==> config.mk <==
export PLATFORM = sky130hd
export DESIGN_NAME = usb_control_td_chain_builder_flat
export DESIGN_NICKNAME = d
export VERILOG_FILES = /design/src/design/uctb_pkg.sv /design/src/design/uctb_if.sv /design/src/design/usb_control_td_chain_builder.sv /design/src/flat_wrapper.sv
export VERILOG_INCLUDE_DIRS = /design/src /design/src/design
export SDC_FILE = /design/constraint.sdc
export NUM_CORES = 1
export LEC_CHECK = 0
export ABC_AREA = 1
export BUFFER_PORTS_ARGS = -buffer_cell sky130_fd_sc_hd__buf_2
export CAP_MARGIN = 20
export CORE_UTILIZATION = 55
export DETAILED_ROUTE_END_ITERATION = 6
export GPL_TIMING_DRIVEN = 0
export PLACE_DENSITY = 0.81
export SLEW_MARGIN = 15
export SYNTH_ARGS = -nofsm -noshare
export SYNTH_HDL_FRONTEND = slang
export SYNTH_SLANG_ARGS = --single-unit
==> constraint.sdc <==
create_clock -name clk_i -period 8.7 [get_ports clk_i]
set_input_delay 1.74 -clock clk_i [delete_from_list [all_inputs] [get_ports clk_i]]
set_output_delay 1.74 -clock clk_i [all_outputs]
set_load 0.01 [all_outputs]
==> src/design/assert_macros.svh <==
// Assertion helpers shared by the RTL.
`ifndef ASSERT_MACROS_SVH
`define ASSERT_MACROS_SVH

// Clocked property, ignored while reset is asserted.
`define UCTB_ASSERT(lbl, prop, msg) \
  lbl: assert property (@(posedge clk_i) disable iff (!rst_ni) (prop)) else $error(msg);

// Clocked property, checked through reset as well.
`define UCTB_ASSERT_ALWAYS(lbl, prop, msg) \
  lbl: assert property (@(posedge clk_i) (prop)) else $error(msg);

`endif

==> src/design/uctb_pkg.sv <==
package uctb_pkg;

  localparam int MAX_TDS = 32;

  localparam int MpsW  = 7;
  localparam int WordW = 32;
  localparam int LenW  = 16;
  localparam int IdxW  = 8;

  localparam logic [MpsW-1:0] MPS_RESET = 7'd8;
  localparam logic [MpsW-1:0] MPS_LIMIT = 7'd64;

  localparam logic [IdxW-1:0] REG_MAX_PACKET_SIZE = 8'd0;
  localparam logic [IdxW-1:0] REG_TD_POOL_BASE    = 8'd1;

  localparam logic [7:0] PID_IN    = 8'h69;
  localparam logic [7:0] PID_OUT   = 8'he1;
  localparam logic [7:0] PID_SETUP = 8'h2d;

  localparam logic [WordW-1:0] LINK_TERM  = 32'h1;
  localparam logic [WordW-1:0] LINK_DEPTH = 32'h4;
  localparam logic [WordW-1:0] TD_STRIDE  = 32'd32;

  localparam logic [10:0] LEN_SETUP  = 11'd7;
  localparam logic [10:0] LEN_STATUS = 11'h7ff;

  typedef enum logic [2:0] {
    STEP_IDLE,
    STEP_CHECK,
    STEP_SETUP,
    STEP_DATA,
    STEP_STATUS,
    STEP_OVF
  } step_e;

  typedef enum logic [2:0] {
    EMIT_NONE,
    EMIT_SETUP,
    EMIT_DATA,
    EMIT_STATUS,
    EMIT_OVF
  } emit_e;

  typedef enum logic [2:0] {
    COND_ALWAYS,
    COND_ACCEPT,
    COND_OVF,
    COND_HAS_DATA,
    COND_MORE
  } cond_e;

  typedef struct packed {
    emit_e emit;
    cond_e cond;
    step_e tgt_true;
    step_e tgt_false;
  } ucode_t;

  // Control store: one word per step.
  function automatic ucode_t ucode_rom(step_e pc);
    ucode_t w;
    unique case (pc)
      STEP_IDLE:   w = '{EMIT_NONE,   COND_ACCEPT,   STEP_CHECK, STEP_IDLE};
      STEP_CHECK:  w = '{EMIT_NONE,   COND_OVF,      STEP_OVF,   STEP_SETUP};
      STEP_SETUP:  w = '{EMIT_SETUP,  COND_HAS_DATA, STEP_DATA,  STEP_STATUS};
      STEP_DATA:   w = '{EMIT_DATA,   COND_MORE,     STEP_DATA,  STEP_STATUS};
      STEP_STATUS: w = '{EMIT_STATUS, COND_ALWAYS,   STEP_IDLE,  STEP_IDLE};
      STEP_OVF:    w = '{EMIT_OVF,    COND_ALWAYS,   STEP_IDLE,  STEP_IDLE};
      default:     w = '{EMIT_NONE,   COND_ALWAYS,   STEP_IDLE,  STEP_IDLE};
    endcase
    return w;
  endfunction

endpackage

==> src/design/uctb_if.sv <==
interface uctb_req_if;
  logic        valid;
  logic        ready;
  logic [6:0]  device_address;
  logic        low_speed;
  logic [7:0]  request_type;
  logic [15:0] data_length;
  logic [31:0] data_address;
  logic [31:0] setup_address;

  modport source (
    output valid, device_address, low_speed, request_type, data_length,
           data_address, setup_address,
    input  ready
  );
  modport sink (
    input  valid, device_address, low_speed, request_type, data_length,
           data_address, setup_address,
    output ready
  );
endinterface

interface uctb_desc_if;
  logic        valid;
  logic        ready;
  logic [31:0] descriptor_address;
  logic [31:0] link_word;
  logic [31:0] status_word;
  logic [31:0] token_word;
  logic [31:0] buffer_word;
  logic        last_descriptor;
  logic        overflow;

  modport source (
    output valid, descriptor_address, link_word, status_word, token_word,
           buffer_word, last_descriptor, overflow,
    input  ready
  );
  modport sink (
    input  valid, descriptor_address, link_word, status_word, token_word,
           buffer_word, last_descriptor, overflow,
    output ready
  );
endinterface

interface uctb_cfg_if;
  logic        valid;
  logic        ready;
  logic [7:0]  index;
  logic [31:0] data;

  modport source (output valid, index, data, input ready);
  modport sink (input valid, index, data, output ready);
endinterface

==> src/design/usb_control_td_chain_builder.sv <==
// UHCI control transfer descriptor chain builder.
// req_i  : one control request per item (address, speed, bmRequestType,
//          data length, data and setup buffer addresses).
// desc_o : one item per transfer descriptor: SETUP, data packets of at most
//          max_packet_size bytes, then the zero-length status descriptor.
//          A request that needs more than MAX_TDS descriptors gives a single
//          item with overflow and last_descriptor set, all words zero.
// cfg_i  : register writes, always ready; index 0 max_packet_size,
//          index 1 td_pool_base. Write only while no request is in flight.
// Flow   : a microcoded sequencer walks a six-word control store. A request
//          takes an idle step, a limit check, then one step per descriptor
//          (or the overflow step). The next request is taken once the status
//          or overflow item has entered the output register.
// Stall  : descriptors wait in a single output register; while it is full and
//          desc_o.ready is low, an emitting step holds.
// Reset  : max_packet_size returns to 8, td_pool_base to 0, output empty.
`include "assert_macros.svh"

module usb_control_td_chain_builder (
  input  logic clk_i,
  input  logic rst_ni,
  uctb_req_if.sink    req_i,
  uctb_desc_if.source desc_o,
  uctb_cfg_if.sink    cfg_i
);
  import uctb_pkg::*;

  localparam int MaxDataTds = MAX_TDS - 2;
  localparam int ThrW       = MpsW + $clog2(MAX_TDS);
  localparam int CmpW       = (ThrW > LenW) ? ThrW + 1 : LenW + 1;

  // configuration
  logic [MpsW-1:0]  mps_cfg_q;
  logic [WordW-1:0] base_cfg_q;

  // sequencer
  step_e  pc_q, pc_d;
  ucode_t uw;
  logic   cond_ok, emit_fire, advance;

  // datapath
  logic [6:0]       addr7_q;
  logic             ls_q;
  logic             to_host_q;
  logic [LenW-1:0]  left_q, left_d;
  logic [WordW-1:0] dbuf_q;
  logic [WordW-1:0] sbuf_q;
  logic [WordW-1:0] here_q;
  logic             toggle_q;

  logic [MpsW-1:0]  mps_eff;
  logic [ThrW-1:0]  thr;
  logic             ovf;
  logic [MpsW-1:0]  sz;
  logic             last;
  logic [WordW-1:0] cs_word;

  // output register
  logic             out_valid_q;
  logic [WordW-1:0] o_addr_q, o_link_q, o_status_q, o_token_q, o_buf_q;
  logic             o_last_q, o_ovf_q;
  logic [WordW-1:0] o_link_d, o_token_d, o_buf_d;
  logic [10:0]      len_enc;
  logic [7:0]       pid;
  logic             tog;

  assign cfg_i.ready = 1'b1;

  always_ff @(posedge clk_i or negedge rst_ni) begin
    if (!rst_ni) begin
      mps_cfg_q  <= MPS_RESET;
      base_cfg_q <= '0;
    end else if (cfg_i.valid) begin
      if (cfg_i.index == REG_MAX_PACKET_SIZE) begin
        mps_cfg_q <= cfg_i.data[MpsW-1:0];
      end else if (cfg_i.index == REG_TD_POOL_BASE) begin
        base_cfg_q <= cfg_i.data;
      end
    end
  end

  always_comb begin
    if (mps_cfg_q == '0) begin
      mps_eff = MpsW'(1);
    end else if (mps_cfg_q > MPS_LIMIT) begin
      mps_eff = MPS_LIMIT;
    end else begin
      mps_eff = mps_cfg_q;
    end
  end

  assign thr     = ThrW'(mps_eff) * ThrW'(MaxDataTds);
  assign ovf     = CmpW'(left_q) > CmpW'(thr);
  assign sz      = (left_q > LenW'(mps_eff)) ? mps_eff : left_q[MpsW-1:0];
  assign left_d  = left_q - LenW'(sz);
  assign cs_word = {3'b000, 2'b11, ls_q, 2'b00, 1'b1, 23'd0};

  assign req_i.ready = (pc_q == STEP_IDLE);

  // sequencer step
  always_comb begin
    uw = ucode_rom(pc_q);
    case (uw.cond)
      COND_ALWAYS:   cond_ok = 1'b1;
      COND_ACCEPT:   cond_ok = req_i.valid;
      COND_OVF:      cond_ok = ovf;
      COND_HAS_DATA: cond_ok = (left_q != '0);
      COND_MORE:     cond_ok = (left_d != '0);
      default:       cond_ok = 1'b0;
    endcase
    emit_fire = (uw.emit != EMIT_NONE) && (!out_valid_q || desc_o.ready);
    advance   = (uw.emit == EMIT_NONE) || emit_fire;
    pc_d      = pc_q;
    if (advance) begin
      pc_d = cond_ok ? uw.tgt_true : uw.tgt_false;
    end
  end

  always_ff @(posedge clk_i or negedge rst_ni) begin
    if (!rst_ni) begin
      pc_q <= STEP_IDLE;
    end else begin
      pc_q <= pc_d;
    end
  end

  // request registers
  always_ff @(posedge clk_i) begin
    if (req_i.valid && req_i.ready) begin
      addr7_q   <= req_i.device_address;
      ls_q      <= req_i.low_speed;
      to_host_q <= req_i.request_type[7];
      left_q    <= req_i.data_length;
      dbuf_q    <= req_i.data_address;
      sbuf_q    <= req_i.setup_address;
      here_q    <= {base_cfg_q[WordW-1:4], 4'b0000};
      toggle_q  <= 1'b1;
    end else if (emit_fire) begin
      here_q <= here_q + TD_STRIDE;
      if (uw.emit == EMIT_DATA) begin
        left_q   <= left_d;
        dbuf_q   <= dbuf_q + WordW'(sz);
        toggle_q <= ~toggle_q;
      end
    end
  end

  // descriptor fields
  always_comb begin
    last    = 1'b0;
    len_enc = LEN_SETUP;
    pid     = PID_SETUP;
    tog     = 1'b0;
    o_buf_d = sbuf_q;
    unique case (uw.emit)
      EMIT_DATA: begin
        len_enc = 11'(sz - MpsW'(1));
        pid     = to_host_q ? PID_IN : PID_OUT;
        tog     = toggle_q;
        o_buf_d = dbuf_q;
      end
      EMIT_STATUS: begin
        last    = 1'b1;
        len_enc = LEN_STATUS;
        pid     = to_host_q ? PID_OUT : PID_IN;
        tog     = 1'b1;
        o_buf_d = '0;
      end
      EMIT_OVF: begin
        last = 1'b1;
      end
      default: begin
      end
    endcase
    o_link_d  = last ? LINK_TERM : ((here_q + TD_STRIDE) | LINK_DEPTH);
    o_token_d = {len_enc, 1'b0, tog, 4'b0000, addr7_q, pid};
  end

  always_ff @(posedge clk_i or negedge rst_ni) begin
    if (!rst_ni) begin
      out_valid_q <= 1'b0;
    end else if (emit_fire) begin
      out_valid_q <= 1'b1;
    end else if (desc_o.ready) begin
      out_valid_q <= 1'b0;
    end
  end

  always_ff @(posedge clk_i) begin
    if (emit_fire) begin
      o_last_q <= last;
      if (uw.emit == EMIT_OVF) begin
        o_ovf_q    <= 1'b1;
        o_addr_q   <= '0;
        o_link_q   <= '0;
        o_status_q <= '0;
        o_token_q  <= '0;
        o_buf_q    <= '0;
      end else begin
        o_ovf_q    <= 1'b0;
        o_addr_q   <= here_q;
        o_link_q   <= o_link_d;
        o_status_q <= cs_word;
        o_token_q  <= o_token_d;
        o_buf_q    <= o_buf_d;
      end
    end
  end

  assign desc_o.valid              = out_valid_q;
  assign desc_o.descriptor_address = o_addr_q;
  assign desc_o.link_word          = o_link_q;
  assign desc_o.status_word        = o_status_q;
  assign desc_o.token_word         = o_token_q;
  assign desc_o.buffer_word        = o_buf_q;
  assign desc_o.last_descriptor    = o_last_q;
  assign desc_o.overflow           = o_ovf_q;

  `UCTB_ASSERT(a_ovf_is_last, desc_o.valid && desc_o.overflow |-> desc_o.last_descriptor,
               "overflow item without last_descriptor")
  `UCTB_ASSERT(a_accept_to_check, req_i.valid && req_i.ready |=> pc_q == STEP_CHECK,
               "accepted request did not enter the limit check")
  `UCTB_ASSERT(a_data_nonempty, pc_q == STEP_DATA |-> left_q != '0,
               "data step entered with no bytes left")
  `UCTB_ASSERT(a_toggle_flip, emit_fire && uw.emit == EMIT_DATA |=> toggle_q != $past(toggle_q),
               "data toggle did not alternate")
endmodule
==> src/flat_wrapper.sv <==
// flat-port wrapper written by rule: the top's interface ports become plain ports
module usb_control_td_chain_builder_flat import uctb_pkg::*;
  (clk_i, rst_ni, req_i_valid, req_i_device_address, req_i_low_speed, req_i_request_type, req_i_data_length, req_i_data_address, req_i_setup_address, req_i_ready, desc_o_valid, desc_o_descriptor_address, desc_o_link_word, desc_o_status_word, desc_o_token_word, desc_o_buffer_word, desc_o_last_descriptor, desc_o_overflow, desc_o_ready, cfg_i_valid, cfg_i_index, cfg_i_data, cfg_i_ready);
  uctb_req_if req_i_i ();
  uctb_desc_if desc_o_i ();
  uctb_cfg_if cfg_i_i ();
  input  logic clk_i;
  input  logic rst_ni;
  input wire logic [$bits(req_i_i.valid)-1:0] req_i_valid;
  input wire logic [$bits(req_i_i.device_address)-1:0] req_i_device_address;
  input wire logic [$bits(req_i_i.low_speed)-1:0] req_i_low_speed;
  input wire logic [$bits(req_i_i.request_type)-1:0] req_i_request_type;
  input wire logic [$bits(req_i_i.data_length)-1:0] req_i_data_length;
  input wire logic [$bits(req_i_i.data_address)-1:0] req_i_data_address;
  input wire logic [$bits(req_i_i.setup_address)-1:0] req_i_setup_address;
  output wire logic [$bits(req_i_i.ready)-1:0] req_i_ready;
  output wire logic [$bits(desc_o_i.valid)-1:0] desc_o_valid;
  output wire logic [$bits(desc_o_i.descriptor_address)-1:0] desc_o_descriptor_address;
  output wire logic [$bits(desc_o_i.link_word)-1:0] desc_o_link_word;
  output wire logic [$bits(desc_o_i.status_word)-1:0] desc_o_status_word;
  output wire logic [$bits(desc_o_i.token_word)-1:0] desc_o_token_word;
  output wire logic [$bits(desc_o_i.buffer_word)-1:0] desc_o_buffer_word;
  output wire logic [$bits(desc_o_i.last_descriptor)-1:0] desc_o_last_descriptor;
  output wire logic [$bits(desc_o_i.overflow)-1:0] desc_o_overflow;
  input wire logic [$bits(desc_o_i.ready)-1:0] desc_o_ready;
  input wire logic [$bits(cfg_i_i.valid)-1:0] cfg_i_valid;
  input wire logic [$bits(cfg_i_i.index)-1:0] cfg_i_index;
  input wire logic [$bits(cfg_i_i.data)-1:0] cfg_i_data;
  output wire logic [$bits(cfg_i_i.ready)-1:0] cfg_i_ready;
  assign req_i_i.valid = req_i_valid;
  assign req_i_i.device_address = req_i_device_address;
  assign req_i_i.low_speed = req_i_low_speed;
  assign req_i_i.request_type = req_i_request_type;
  assign req_i_i.data_length = req_i_data_length;
  assign req_i_i.data_address = req_i_data_address;
  assign req_i_i.setup_address = req_i_setup_address;
  assign req_i_ready = req_i_i.ready;
  assign desc_o_valid = desc_o_i.valid;
  assign desc_o_descriptor_address = desc_o_i.descriptor_address;
  assign desc_o_link_word = desc_o_i.link_word;
  assign desc_o_status_word = desc_o_i.status_word;
  assign desc_o_token_word = desc_o_i.token_word;
  assign desc_o_buffer_word = desc_o_i.buffer_word;
  assign desc_o_last_descriptor = desc_o_i.last_descriptor;
  assign desc_o_overflow = desc_o_i.overflow;
  assign desc_o_i.ready = desc_o_ready;
  assign cfg_i_i.valid = cfg_i_valid;
  assign cfg_i_i.index = cfg_i_index;
  assign cfg_i_i.data = cfg_i_data;
  assign cfg_i_ready = cfg_i_i.ready;
  usb_control_td_chain_builder u_core (.clk_i(clk_i), .rst_ni(rst_ni), .req_i(req_i_i), .desc_o(desc_o_i), .cfg_i(cfg_i_i));
endmodule
==> impl_metrics.json <==
{
  "synthXorXnorAreaFrac_pct": 3.23,
  "clk_latency_ns": 0.55,
  "skew_ns": 0.0265,
  "rr_startpoint": "u_core.mps_cfg_q[5]",
  "slowest_stage": "o21ai_0",
  "grt_pass1_wl_um": 53900,
  "arrival_ns": 6.07,
  "holdCritStartpoint": "u_core.toggle_q",
  "max_freq_ghz": 0.173,
  "min_path_type": "reg2reg",
  "cp_common_cell": "nand2_1",
  "yosys.area_share.simple_pct": 17.7,
  "async_reset_ff_share_pct": 14.3,
  "drtIter0Drc": 888,
  "synth_top_family_by_area": "simple AND/OR/NAND/NOR gates",
  "hpwl_um": 26300,
  "path_buf_inv": 3,
  "syn_avg_cell_area_um2": 10.1,
  "nets": 1932,
  "start_util_pct": 56.1,
  "grt_max_degree": 49,
  "yosysWarnings": 0,
  "die_h_um": 162,
  "fin_cells": 2093,
  "syn_to_final_growth_pct": 21.6,
  "cts_root_buf": "clkbuf_16",
  "antenna_found_initial": 2,
  "worstPathMaxFanout": 8,
  "rsz0062_at_grt": "false",
  "synth_compound_area_share_pct": 6.23,
  "drive_gt1_share_pct": 24.6,
  "io_buffers": 256,
  "clkTransAtPathRegs_ns": 0.06,
  "pre_cts_ws_ns": 3.07,
  "clk_path_buf_depth": 3,
  "worst_slew_pin_slew_ns": 0.949,
  "peakVddDrop_mv": 0.213,
  "grt_pass1_vias": 10400,
  "crit_family": "simple AND/OR/NAND/NOR gates",
  "maxCapViolCount": 0,
  "postCtsSetupBuffers": 0,
  "regArea_mm2": 0.00796,
  "synth_top_area_share_pct": 49.4,
  "ys_types": 55,
  "coreArea_mm2": 0.0252,
  "synth.area.mux_share_pct": 2.31,
  "multiInputGateArea_mm2": 0.00511,
  "cp_slowest_stage_delay_ns": 0.67,
  "die_area_mm2": 0.0263,
  "antenna_left": 0,
  "syn_area_mm2": 0.0141,
  "grt.total_usage_pct": 26.7,
  "gp_congestion": 0.877,
  "power.density_mw_per_mm2": 345,
  "syn_inst": 1404,
  "maxSlewHeadroom_pct": 36.2,
  "cts.sinks": 272,
  "whs_endpoint": "u_core.toggle_q",
  "postLayoutSetupSlackWorst_ns": 2.91,
  "hold_path_depth": 1,
  "fin_crit_sh_pct": 66.5,
  "ioPinCount": 306,
  "vias": 10900,
  "cts_max_level": 1,
  "dr.pass1.iters": 5,
  "final_common_cell": "nand2_1",
  "reg2reg_slack_ns": 2.91,
  "period_needed_ns": 5.79,
  "rows": 58,
  "num-fill-cells": 1886,
  "setup.worst_path.class": "reg2reg",
  "dp.cells": 2036,
  "outcome": "finished clean",
  "cts_resized": 0,
  "ys_ff_latch": 272,
  "synthAdderAreaFrac_pct": 5.42,
  "vias_per_cell": 5.20,
  "final_cell_mix": "nand2_1 (341), buf_2 (258), edfxtp_1 (232), inv_1 (184), nor2_1 (104)",
  "wire_per_inst_um": 16.7,
  "ys_seq_area_share_pct": 56.4,
  "wl_um": 34900,
  "postCtsHoldBufs": 0,
  "start_kind": "register",
  "p_leak_nw": 8.00,
  "ff2ff_path_depth": 32,
  "drcViolationCount": 0,
  "synth_area_leaders": "edfxtp_1 (49%), nand2_1 (9.1%), dfrtp_1 (6.7%), inv_1 (4.9%), ha_1 (3.7%)",
  "worstPathRequired_ns": 8.99,
  "synth-edff-count": 232,
  "end_kind": "register",
  "numCtsBuffers": 28,
  "whs_ns": 0.477,
  "cts_tree": "yes",
  "hold_violations": 0,
  "grt-ovfl-total": 0,
  "timing.rr.end": "u_core.dbuf_q[29]",
  "drv_slew": 0,
  "die-width_um": 162,
  "synth_top_area_cell": "edfxtp_1",
  "finalSetupViolCount": 0,
  "synthFlopType": "edfxtp_1"
}
==> worst register-to-register path, delay by kind of cell (launching register included) <==
| kind | cells | cell delay [ns] |
|---|---|---|
| AOI/OAI and AO/OA | 4 | 1.18 |
| adders and majority gates | 2 | 0.64 |
| xor gates and xnor gates | 1 | 0.19 |
| and+or+nand+nor | 22 | 2.88 |
| DFF | 1 | 0.41 |
| buffers and inverters | 3 | 0.21 |
==> stage by stage <==
stage	total power, mW	setup TNS (ns)	instance area, um^2	utilization, %
after floorplan	3.79	0	14300	-
after global placement	4.51	-86.23	16000	63.4
after detailed placement	4.60	0	16100	64.1
after CTS	5.94	0	17200	68.1
after global routing	6.28	0	17200	68.1
final	5.93	0	17200	68.2
==> per-layer routing <==
| layer | wire, um | global-route usage [%] | up-vias | part of all wire [%] |
|---|---|---|---|---|
| met4 | 1020 | 8.70 | 2 | 2.9 |
| met5 | 17 | 0 | - | 0.049 |
| met2 | 16900 | 45.7 | 507 | 49 |
| li1 | - | - | 5252 | - |
| met1 | 14100 | 34.6 | 5068 | 40 |
| met3 | 2830 | 4.34 | 64 | 8.1 |
==> where the power goes <==
group | switching (mW) | internal [mW]
clock | 0.512 | 0.808
combinational | 1.40 | 0.734
sequential | 0.290 | 2.18
total | 2.20 | 3.72
==> cell usage after synthesis (3+ instances only) <==
library cell,n
nand4_1,22
xnor2_1,16
mux2_2,29
nand3b_1,4
xor2_1,36
nor3_2,4
nand4_2,3
edfxtp_1,232
fa_1,12
a22o_1,10
nand2_2,6
buf_1,4
o21ai_1,7
nand3_2,3
nand2_1,342
buf_4,48
clkbuf_1,29
nor4_1,4
a31oi_1,12
inv_1,184
inv_2,4
nor2_1,105
dfrtp_1,38
nor2_2,7
o21ai_0,92
nor3_1,13
a21oi_1,22
nand3_1,42
ha_1,42
==> area by class of cell <==
| cell class | instances | area share [%] |
|---|---|---|
| Buffer | 83 | 2.96 |
| Inverter | 189 | 4.13 |
| Antenna cell | 4 | 0.0583 |
| Multi-Input combinational cell | 900 | 29.8 |
| Timing Repair Buffer | 263 | 8.32 |
| Sequential cell | 272 | 46.4 |
| Clock buffer | 31 | 4.21 |
| Tap cell | 330 | 2.41 |
| Clock inverter | 21 | 1.73 |
==> how the worst max path moves through the flow <==
stage	start	end	slack [ns]	cells past startpoint
after global routing	u_core.mps_cfg_q[5]	u_core.dbuf_q[29]	2.32	32
after global placement	desc_o_ready	u_core.desc_o.buffer_word[27]	-0.76	3
final	u_core.mps_cfg_q[5]	u_core.dbuf_q[29]	2.91	32
after floorplan	desc_o_ready	u_core.desc_o.buffer_word[0]	1.52	2
after CTS	u_core.mps_cfg_q[5]	u_core.dbuf_q[29]	3.02	32
after detailed placement	u_core.mps_cfg_q[5]	u_core.pc_q[2]	3.07	25
==> kinds of logic after synthesis <==
logic type,Yosys count
AOI/OAI and AO/OA,155
xor gates and xnor gates,52
adders and majority gates,54
buffers and inverters,272
DFF,272
muxes,29
other,2
and+or+nand+nor,568
==> state kept, by name, indices dropped and copies added, names as in the netlist, 7 cells and up <==
name	flops
u_core.desc_o.buffer_word	32
u_core.desc_o.descriptor_address	28
u_core.desc_o.token_word	21
u_core.sbuf_q	32
u_core.addr7_q	7
u_core.dbuf_q	32
u_core.here_q	28
u_core.base_cfg_q	28
u_core.desc_o.link_word	30
u_core.mps_cfg_q	7
u_core.left_q	16
No activity file was read; power rests on OpenSTA's default activity.
